**config.mk**
```make
export PLATFORM = sky130hd
export DESIGN_NAME = single_wire_humidity_temp_receiver_top
export DESIGN_NICKNAME = d
export VERILOG_FILES = /design/src/rtl/swhtr_pkg.sv /design/src/rtl/swhtr_decode.sv /design/src/rtl/single_wire_humidity_temp_receiver_top.sv
export VERILOG_INCLUDE_DIRS = /design/src /design/src/rtl
export SDC_FILE = /design/constraint.sdc
export NUM_CORES = 1
export LEC_CHECK = 0
export BUFFER_PORTS_ARGS = -buffer_cell sky130_fd_sc_hd__buf_2
export CAP_MARGIN = 20
export CORE_ASPECT_RATIO = 1.1
export CORE_MARGIN = 4
export CORE_UTILIZATION = 45
export DETAILED_ROUTE_END_ITERATION = 12
export GPL_ROUTABILITY_DRIVEN = 0
export PLACE_DENSITY_LB_ADDON = 0.1
export RECOVER_POWER = 100
export SETUP_SLACK_MARGIN = 0.5
export SYNTH_ARGS = -nofsm -noshare
export SYNTH_HDL_FRONTEND = slang
export SYNTH_SLANG_ARGS = --single-unit
```
**constraint.sdc**
```tcl
create_clock -name clk -period 4.56 [get_ports clk]
set_input_delay 0.228 -clock clk [delete_from_list [all_inputs] [get_ports clk]]
set_output_delay 0.228 -clock clk [all_outputs]
set_load 0.05 [all_outputs]
```
**src/rtl/single_wire_humidity_temp_receiver_top_defines.svh**
```systemverilog
// assertion macros for the receiver top level rtl
// every check samples on the rising clock edge and is held off during reset
`ifndef SINGLE_WIRE_HUMIDITY_TEMP_RECEIVER_TOP_DEFINES_SVH
`define SINGLE_WIRE_HUMIDITY_TEMP_RECEIVER_TOP_DEFINES_SVH

// same-cycle implication
`define SWHTR_ASSERT_IMP(lbl, ante, cons, msg) \
    lbl: assert property (@(posedge clk) disable iff (!rst_n) (ante) |-> (cons)) \
        else $error(msg);

// next-cycle implication
`define SWHTR_ASSERT_NXT(lbl, ante, cons, msg) \
    lbl: assert property (@(posedge clk) disable iff (!rst_n) (ante) |=> (cons)) \
        else $error(msg);

`endif

```
**src/rtl/swhtr_pkg.sv**
```systemverilog
`timescale 1ns / 1ps
// ----------------------------------------------------------------------------
// swhtr_pkg
// shared types and constants of the single-wire humidity and temperature
// receiver
// ----------------------------------------------------------------------------
package swhtr_pkg;

    // frame layout
    localparam int BITS_PER_FRAME   = 40;
    localparam int FIRST_DATA_PHASE = 4;
    localparam int MAX_PHASES_DEF   = 85;

    // configuration register indexes
    localparam logic [1:0] CFG_ONE_BIT_THRESHOLD = 2'd0;
    localparam logic [1:0] CFG_TIMEOUT_SAMPLES   = 2'd1;
    localparam logic [1:0] CFG_FAN_ON_ABOVE      = 2'd2;
    localparam logic [1:0] CFG_FAN_OFF_BELOW     = 2'd3;

    // configuration reset values
    localparam logic [7:0]         THRESHOLD_RST    = 8'd16;
    localparam logic [7:0]         TIMEOUT_RST      = 8'd255;
    localparam logic signed [15:0] FAN_ON_ABOVE_RST = 16'sd200;
    localparam logic signed [15:0] FAN_OFF_BELOW_RST = 16'sd150;

    // finished frame handed to the decoder, byte 0 in the top bits
    typedef struct packed {
        logic [BITS_PER_FRAME-1:0] bits;
        logic [5:0]                count;
    } frame_t;

    // one decoded result
    typedef struct packed {
        logic [15:0]        humidity_tenths;
        logic signed [15:0] temperature_tenths;
        logic               data_good;
        logic [5:0]         bits_received;
        logic               fan_drive;
    } result_t;

endpackage

```
**src/rtl/swhtr_decode.sv**
```systemverilog
`timescale 1ns / 1ps
// ----------------------------------------------------------------------------
// swhtr_decode
// checksum check, humidity and temperature decode and fan hysteresis for one
// finished frame
// ----------------------------------------------------------------------------
module swhtr_decode
(
    input  swhtr_pkg::frame_t  frame,
    input  logic signed [15:0] fan_on_above,
    input  logic signed [15:0] fan_off_below,
    input  logic               fan_state,
    output swhtr_pkg::result_t result
);

    logic [7:0]         byte0;
    logic [7:0]         byte1;
    logic [7:0]         byte2;
    logic [7:0]         byte3;
    logic [7:0]         byte4;
    logic [9:0]         sum_full;
    logic               good;
    logic [15:0]        magnitude;
    logic signed [15:0] temp;

    // split the received bits into bytes, first byte in the top bits
    assign byte0 = frame.bits[39:32];
    assign byte1 = frame.bits[31:24];
    assign byte2 = frame.bits[23:16];
    assign byte3 = frame.bits[15:8];
    assign byte4 = frame.bits[7:0];

    // checksum over the first four bytes, kept to 8 bits
    assign sum_full = 10'(byte0) + 10'(byte1) + 10'(byte2) + 10'(byte3);
    assign good = (frame.count >= 6'(swhtr_pkg::BITS_PER_FRAME))
                  && (byte4 == sum_full[7:0]);

    // sign and magnitude temperature
    assign magnitude = {1'b0, byte2[6:0], byte3};
    assign temp = byte2[7] ? $signed(16'd0 - magnitude) : $signed(magnitude);

    // result fields and fan hysteresis
    always_comb
    begin
        result.humidity_tenths    = good ? {byte0, byte1} : 16'd0;
        result.temperature_tenths = good ? temp : 16'sd0;
        result.data_good          = good;
        result.bits_received      = frame.count;
        result.fan_drive          = fan_state;
        if (good)
        begin
            if (temp > fan_on_above)
            begin
                result.fan_drive = 1'b1;
            end
            else if (temp < fan_off_below)
            begin
                result.fan_drive = 1'b0;
            end
        end
    end

endmodule

```
**src/rtl/single_wire_humidity_temp_receiver_top.sv**
```systemverilog
`timescale 1ns / 1ps
// ----------------------------------------------------------------------------
// single_wire_humidity_temp_receiver_top
// decodes frames of a single-wire humidity and temperature sensor from one
// line sample per tick and drives a fan output with hysteresis
// ----------------------------------------------------------------------------
// usage
//   s_* request: one sampled line level per tick (s_tdata bit 0), s_tuser
//     high starts a new frame on that sample and drops any running frame
//   m_* request: one result at the end of each frame, by timeout or after
//     the last phase; s_tuser-free samples outside a frame give nothing
//   cfg_*: register writes, always ready; write only while the block is idle (not enforced)
// throughput and result path
//   one sample accepted per cycle while s_tready is high; the sample state
//   (phase length, phase count, bit shift register) updates in the accepting
//   cycle; a result reaches m_tdata by way of the frame register, which holds
//   the finished frame, and the output register, with the decode and fan
//   compare in front of the output register
// reset
//   rst_n clears the frame state but for the bit shift register, clears the fan and loads the register defaults
// stall
//   while m_tready is low the result holds; one more finished frame can wait
//   in the frame register, after which s_tready drops
// ----------------------------------------------------------------------------
`include "single_wire_humidity_temp_receiver_top_defines.svh"

module single_wire_humidity_temp_receiver_top
#(
    parameter int MAX_PHASES = swhtr_pkg::MAX_PHASES_DEF
)
(
    input  logic        clk,
    input  logic        rst_n,
    // sample stream
    input  logic        s_tvalid,
    output logic        s_tready,
    input  logic [7:0]  s_tdata,   // [0] line_level, [7:1] zero
    input  logic        s_tuser,   // [0] frame_start
    // result stream
    output logic        m_tvalid,
    input  logic        m_tready,
    output logic [39:0] m_tdata,   // [15:0] humidity_tenths, [31:16] temperature_tenths,
                                   // [37:32] bits_received, [38] fan_drive, [39] zero
    output logic        m_tuser,   // [0] data_good
    // configuration writes
    input  logic        cfg_valid,
    output logic        cfg_ready,
    input  logic [1:0]  cfg_index,
    input  logic [15:0] cfg_data
);

    localparam int NBITS = swhtr_pkg::BITS_PER_FRAME;

    // configuration registers
    logic [7:0]         thresh_reg;
    logic [7:0]         timeout_reg;
    logic signed [15:0] on_above_reg;
    logic signed [15:0] off_below_reg;

    // frame state
    logic             prev_level_reg, prev_level_next;
    logic [7:0]       phase_len_reg, phase_len_next;
    logic [6:0]       phase_num_reg, phase_num_next;
    logic [5:0]       bit_total_reg, bit_total_next;
    logic [NBITS-1:0] frame_bits_reg, frame_bits_next;
    logic             receiving_reg, receiving_next;
    logic             fan_reg, fan_next;

    // finished frame and output stages
    logic                pend_valid_reg, pend_valid_next;
    swhtr_pkg::frame_t   pend_reg;
    logic                out_valid_reg, out_valid_next;
    swhtr_pkg::result_t  out_reg;
    swhtr_pkg::result_t  dec_result;

    // sample view after a possible frame start
    logic       in_fire;
    logic       level;
    logic       recv;
    logic       prev_b;
    logic [7:0] len_b;
    logic [6:0] phase_b;
    logic [5:0] bits_b;
    logic       take_bit;
    logic       finish;
    logic       out_load;
    logic       pend_move;

    // handshakes
    assign out_load  = !out_valid_reg || m_tready;
    assign pend_move = pend_valid_reg && out_load;
    assign s_tready  = !pend_valid_reg || out_load;
    assign in_fire   = s_tvalid && s_tready;
    assign cfg_ready = 1'b1;

    assign level   = s_tdata[0];
    assign recv    = s_tuser || receiving_reg;
    assign prev_b  = s_tuser ? 1'b1 : prev_level_reg;
    assign len_b   = s_tuser ? 8'd0 : phase_len_reg;
    assign phase_b = s_tuser ? 7'd0 : phase_num_reg;
    assign bits_b  = s_tuser ? 6'd0 : bit_total_reg;
    assign take_bit = (phase_b >= 7'(swhtr_pkg::FIRST_DATA_PHASE)) && !phase_b[0]
                      && (bits_b < 6'(NBITS));

    // per-sample phase tracking and bit capture
    always_comb
    begin
        prev_level_next = prev_level_reg;
        phase_len_next  = phase_len_reg;
        phase_num_next  = phase_num_reg;
        bit_total_next  = bit_total_reg;
        frame_bits_next = frame_bits_reg;
        receiving_next  = receiving_reg;
        finish          = 1'b0;
        if (in_fire && recv)
        begin
            receiving_next  = 1'b1;
            prev_level_next = prev_b;
            phase_num_next  = phase_b;
            bit_total_next  = bits_b;
            if (level == prev_b)
            begin
                phase_len_next = len_b + 8'd1;
                finish = (phase_len_next == timeout_reg);
            end
            else
            begin
                prev_level_next = level;
                if (take_bit)
                begin
                    frame_bits_next = {frame_bits_reg[NBITS-2:0], (len_b > thresh_reg)};
                    bit_total_next  = bits_b + 6'd1;
                end
                phase_len_next = 8'd0;
                phase_num_next = phase_b + 7'd1;
                finish = (phase_num_next >= 7'(MAX_PHASES));
            end
            if (finish)
            begin
                receiving_next = 1'b0;
            end
        end
    end

    // stage valids and fan update
    always_comb
    begin
        pend_valid_next = pend_valid_reg;
        if (finish)
        begin
            pend_valid_next = 1'b1;
        end
        else if (pend_move)
        begin
            pend_valid_next = 1'b0;
        end
        out_valid_next = out_valid_reg;
        if (pend_move)
        begin
            out_valid_next = 1'b1;
        end
        else if (m_tready)
        begin
            out_valid_next = 1'b0;
        end
        fan_next = pend_move ? dec_result.fan_drive : fan_reg;
    end

    // frame decode
    swhtr_decode u_decode
    (
        .frame         (pend_reg),
        .fan_on_above  (on_above_reg),
        .fan_off_below (off_below_reg),
        .fan_state     (fan_reg),
        .result        (dec_result)
    );

    // control state and configuration
    always_ff @(posedge clk or negedge rst_n)
    begin
        if (!rst_n)
        begin
            prev_level_reg <= 1'b1;
            phase_len_reg  <= 8'd0;
            phase_num_reg  <= 7'd0;
            bit_total_reg  <= 6'd0;
            receiving_reg  <= 1'b0;
            fan_reg        <= 1'b0;
            pend_valid_reg <= 1'b0;
            out_valid_reg  <= 1'b0;
            thresh_reg     <= swhtr_pkg::THRESHOLD_RST;
            timeout_reg    <= swhtr_pkg::TIMEOUT_RST;
            on_above_reg   <= swhtr_pkg::FAN_ON_ABOVE_RST;
            off_below_reg  <= swhtr_pkg::FAN_OFF_BELOW_RST;
        end
        else
        begin
            prev_level_reg <= prev_level_next;
            phase_len_reg  <= phase_len_next;
            phase_num_reg  <= phase_num_next;
            bit_total_reg  <= bit_total_next;
            receiving_reg  <= receiving_next;
            fan_reg        <= fan_next;
            pend_valid_reg <= pend_valid_next;
            out_valid_reg  <= out_valid_next;
            if (cfg_valid)
            begin
                unique case (cfg_index)
                    swhtr_pkg::CFG_ONE_BIT_THRESHOLD: thresh_reg    <= cfg_data[7:0];
                    swhtr_pkg::CFG_TIMEOUT_SAMPLES:   timeout_reg   <= cfg_data[7:0];
                    swhtr_pkg::CFG_FAN_ON_ABOVE:      on_above_reg  <= $signed(cfg_data);
                    swhtr_pkg::CFG_FAN_OFF_BELOW:     off_below_reg <= $signed(cfg_data);
                    default:                          thresh_reg    <= thresh_reg;
                endcase
            end
        end
    end

    // payload registers
    always_ff @(posedge clk)
    begin
        frame_bits_reg <= frame_bits_next;
        if (finish)
        begin
            pend_reg.bits  <= frame_bits_next;
            pend_reg.count <= bit_total_next;
        end
        if (pend_move)
        begin
            out_reg <= dec_result;
        end
    end

    // result stream
    assign m_tvalid = out_valid_reg;
    assign m_tuser  = out_reg.data_good;
    assign m_tdata  = {1'b0, out_reg.fan_drive, out_reg.bits_received,
                       out_reg.temperature_tenths, out_reg.humidity_tenths};

    // checks
    `SWHTR_ASSERT_IMP(a_bad_frame_zero, out_valid_reg && !out_reg.data_good,
        (out_reg.humidity_tenths == 16'd0) && (out_reg.temperature_tenths == 16'sd0),
        "bad frame carries nonzero readings")
    `SWHTR_ASSERT_IMP(a_bit_count_range, 1'b1, bit_total_reg <= 6'(NBITS),
        "bit count ran past a full frame")
    `SWHTR_ASSERT_NXT(a_fan_kept_on_bad, pend_move && !dec_result.data_good,
        $stable(fan_reg), "fan changed on a bad frame")

endmodule

```
Word-level counts from Yosys, hierarchy flattened
Cells that the tools add are included.
{"block": "totals", "ff_bits": 200, "wordCells": 84}
{"block": "classes", "n_addsub": 7, "magnitude_cmp": 7, "eq_ne": 6, "muxes": 25, "n_reduce_logical": 19}
{"op": "40-bit two-way mux", "n": 3}
{"op": "8-bit adder", "n": 3}
{"op": "6-bit two-way mux", "n": 4}
{"op": "8-bit equality test", "n": 2}
{"op": "16-bit greater-than comparator", "n": 1}
{"op": "16-bit < comparator", "n": 1}
{"op": "16-bit two-way mux", "n": 1}
{"op": "8-bit two-way mux", "n": 2}
{"op": "1-bit by 15-bit subtractor with 16-bit output (first input constant)", "n": 1}
{"op": "7-bit two-way mux", "n": 2}
{"op": "1-bit two-way mux", "n": 13}
{"op": "8-bit by 1-bit adder with 8-bit output (second input constant)", "n": 1}
{"op": "8-bit greater-than comparator", "n": 1}
{"op": "2-bit AND reduction", "n": 4}
{"op": "7-bit by 1-bit adder with 7-bit output (second input constant)", "n": 1}
{"op": "7-bit by 3-bit >= comparator with 1-bit output (second input constant)", "n": 1}
{"op": "7-bit >= comparator (second input constant)", "n": 1}
{"op": "6-bit by 1-bit adder with 6-bit output (second input constant)", "n": 1}
{"op": "6-bit >= comparator (second input constant)", "n": 1}
{"op": "1-bit logical AND", "n": 6}
{"op": "6-bit < comparator (second input constant)", "n": 1}
{"op": "2-bit equality test (second input constant)", "n": 2}
{"op": "2-bit nonzero test", "n": 2}
{"op": "1-bit logical NOT", "n": 3}
{"op": "4 further kinds", "n": 6}

Logic depth before layout (Yosys ltp)
{"block": "depth", "ltp_word": 8, "depth_mapped": 16}

Modules after synthesis
A second synthesis with hierarchy kept.
{"block": "hier_totals", "hier_cells": 795, "area_unflattened_um2": 9769.4}
{"mod": "single_wire_humidity_temp_receiver_top", "n_inst": 1, "cells_each": 530, "area_each_um2": 7731.2, "seq_area_each_um2": 5256.3}
{"mod": "swhtr_decode", "n_inst": 1, "cells_each": 265, "area_each_um2": 2038.2, "seq_area_each_um2": 0.0}

Least setup slack after synthesis
OpenSTA, ideal clock, no wires.
{"block": "synth_timing", "kind": "reg2reg", "startpoint": "register pend_reg[15] (netlist bit)", "endpoint": "register fan_reg", "setup_time_ns": 0.124, "arrival_time_ns": 3.772, "t_required_ns": 4.436, "slack_ns": 0.664, "path_stages_with_launch": 17, "path_cell_list": "edfxtp_1 > fa_1 > inv_1 > fa_1 > inv_1 > ha_1 > fa_1 > a21o_1 > a21oi_1 > o21ai_0 > xnor2_1 > or3_1 > buf_6 > inv_4 > buf_6 > nand2_2 > a211o_1"}
{"block": "synth_via", "elab_chain_cells": 6, "word_cells_on_any_way": 10}
{"element": "from (decl)", "line_no": "single_wire_humidity_temp_receiver_top.sv:71", "text": "swhtr_pkg::frame_t pend_reg;"}
{"element": "1-bit by 15-bit subtractor with 16-bit output", "line_no": "swhtr_decode.sv:40", "text": "assign temp = byte2[7] ? $signed(16'd0 - magnitude) : $signed(magnitude);"}
{"element": "16-bit two-way mux", "line_no": "swhtr_decode.sv:40"}
{"element": "16-bit < comparator", "line_no": "swhtr_decode.sv:56", "text": "else if (temp < fan_off_below)"}
{"element": "1-bit two-way mux", "line_no": "swhtr_decode.sv:56"}
{"element": "1-bit two-way mux", "line_no": "swhtr_decode.sv:52", "text": "if (temp > fan_on_above)"}
{"element": "1-bit two-way mux (*)", "line_no": "swhtr_decode.sv:50", "text": "if (good)"}
{"element": "to (signal assigned)", "line_no": "single_wire_humidity_temp_receiver_top.sv:204", "text": "fan_reg <= fan_next;"}
{"element": "to (decl)", "line_no": "single_wire_humidity_temp_receiver_top.sv:67", "text": "logic fan_reg, fan_next;"}
Mark *: on every way between the ends. The rest lies on a longest branch, timed or not.
A chain may end at the register's enable or synchronous reset.

Worst setup path after layout
Ends and elaborated chain as after synthesis.

==> flow_summary.toml <==
[outcome]
outcome = "completed"

[routing]
wl_met2_mm = 9.23
vias_per_cell = 5.05
routed.top_layer = "met4"
wire_per_inst_um = 16.0
post-route-drc-count = 0
dr.pass1.iters = 4
met3_length_um = 493
vias = 5756
wl_mm = 18.3
postRouteAntennaNets = 0
wirelength_met1_mm = 8.21
drt_first_iter_violations = 238

[finish]
largest_reg_flops = 46
drive_gt1_share_pct = 17.6
layout_common_cells = "86 x edfxtp_1, 66 x mux2_2, 61 x inv_1, 57 x dfrtp_1, 53 x ha_1"
utilization_pct = 51.5
nets = 941
final_cell_area_sq_mm = 0.0107
final_common_cell = "edfxtp_1"
antenna_cells = 0
areaGrowthSynthToFinish_pct = 12.2

[yosys]
ys_seq_area_share_pct = 55.2
synth_nets = 868
postSynthCellCount = 769
synthFlopType = "edfxtp_1"
synthArstFlopShare_pct = 37.0
synth-seq-cells = 200
yosysWarnings = 0
synth_top_area_share_pct = 27.1
synth_cell_types = 55
synth_top_area_cell = "edfxtp_1"
synth_edf_count = 86
syn_avg_cell_area_sq_um = 12.4
netlist_top_cells_area = "edfxtp_1 27%, dfrtp_1 15%, mux2_2 9.5%"
mappedNetlistArea_sq_mm = 0.00951

[floorplanning]
start_util_pct = 45.9
die_area_sq_mm = 0.0235
die_y_um = 161
fp-row-count = 55
coreArea_sq_mm = 0.0207
die_x_um = 147
io_pins = 76

[global_routing]
grt.total_usage_pct = 16.1
grt_max_degree = 75
antenna_found_initial = 0
grt_pass1_wl_mm = 30.5
grt_pass1_vias = 5980
gr-total-overflow = 0

[timing]
slew_violations = 0
fin_setup_tns_ns = 0
setup_viol = 0
finalClockSkew_ns = 0.00820
rsz0062_at_grt = "no"
worst_pin_slew_ns = 1.38
min_period_ns = 4.01
hold_viol_final = 0
min_period_over_period_pct = 87.8
fmax_mhz = 250
relSlewSlack_pct = 8.04

[cts]
htree_num_levels = 4
path_clk_slew_ns = 0.07
cts_inserted_buffers = 17
clockBufferDepth = 2
clock-sinks = 200
tritoncts = "built"
clock-root-buffer = "clkbuf_16"
clock_latency_ns = 0.43

[worst_setup_path]
worst_ep_required_time_ns = 4.87
cp_max_fo = 17
arrival_ns = 4.31
r2r_slack_ns = 0.55
critPathKind = "reg -> reg"
cp-end-kind = "flop"
worst_setup_path_start_kind = "flop"

[placement]
io_buffers = 66
place_area_sq_mm = 0.0102
dp_hpwl_mm = 13.8

[pwr]
p_leak_uw = 0.00446
powerDensity_mw_per_mm2 = 360
irDropWorstVdd_mv = 0.234

[worst_hold_path]
worstHoldPathType = "in -> async"

[run]
drv_cap = 0
-- kinds of logic after synthesis --
family | share of synthesized area [%]
buffers and inverters | 3.81
AND/OR/NAND/NOR | 10.1
adder cells (fa/ha/maj) | 9.92
other | 0.0789
multiplexers | 9.68
flip-flops | 55.2
XOR/XNOR | 5.05
AO/OA/AOI/OAI | 6.13
-- metal layers --
metal / track usage, % / vias to the layer above
li1: - / 2837
met1: 20.5 / 2815
met2: 28.1 / 84
met3: 2.99 / 20
met4: 4.92 / 0
met5: 0 / -
-- worst max-delay path, cell delays in order, from the launching register on --
cell	delay [ns]
edfxtp_1	0.45
fa_1	0.57
inv_1	0.06
fa_1	0.50
inv_1	0.05
ha_1	0.22
fa_2	0.36
a21o_1	0.20
a21oi_2	0.16
o21ai_0	0.14
xnor2_1	0.15
or3_1	0.52
inv_8	0.16
nand2_1	0.06
a211o_1	0.30
-- power breakdown --
group | switching (uW) | internal (uW)
clock network | 695 | 724
registers | 59.4 | 1980
logic | 205 | 180
-- final cells by class --
type	instances	area, sq um
multi-input cells	483	3910
fillers	1880	10000
clock buffers	18	429
inverters	63	244
clock inverters	13	134
repair buffers	77	338
well taps	285	357
flip-flops and latches	200	5260
-- worst paths after layout --
| check | cells after the start | start | end |
|---|---|---|---|
| setup reg to reg | 14 | pend_reg[15] | fan_reg |
| min in group clk | 2 | cfg_data[15] | off_below_reg[15] |
| hold / removal | 2 | rst_n | off_below_reg[8] |
| hold reg to reg | 0 | pend_reg[0] | m_tdata[32] |
| max in group asynchronous | 2 | rst_n | thresh_reg[6] |
| setup / recovery | 14 | pend_reg[15] | fan_reg |
-- synthesized netlist by cell type (9+ instances only) --
cell type	instances
dfxtp_1	40
and2_1	28
nor3_1	9
nor2b_1	15
mux2_2	80
o21ai_0	39
inv_1	62
fa_1	14
edfxtp_1	86
ha_1	53
dfrtp_1	57
xor2_1	20
nand2_1	44
a21oi_1	22
nand4_1	9
nor2_1	23
nand2b_1	11
nand3_1	18
clkbuf_1	11
xnor2_1	33
dfstp_2	17
-- timing repair --
action                                  4_1_cts  5_1_grt
resized for setup                             1        6
cloned                                        0        0
pin swaps                                     0        1
buffers inserted                              0        4
hold buffers                                  0        0
endpoints found under the setup margin       16       20
-- through the flow --
step,worst slack [ns],power [uW],std cells,hold slack (ns)
6_report,0.555,3840,1139,0.0226
5_1_grt,0.308,4040,1139,0.0343
4_1_cts,0.514,3900,1135,0.0223
3_5_place_dp,0.396,2470,1104,0.410
3_3_place_gp,0.407,2450,1104,0.414
2_1_floorplan,0.664,2350,769,-0.0676
Note: power is estimated with default switching activity, not from simulation.
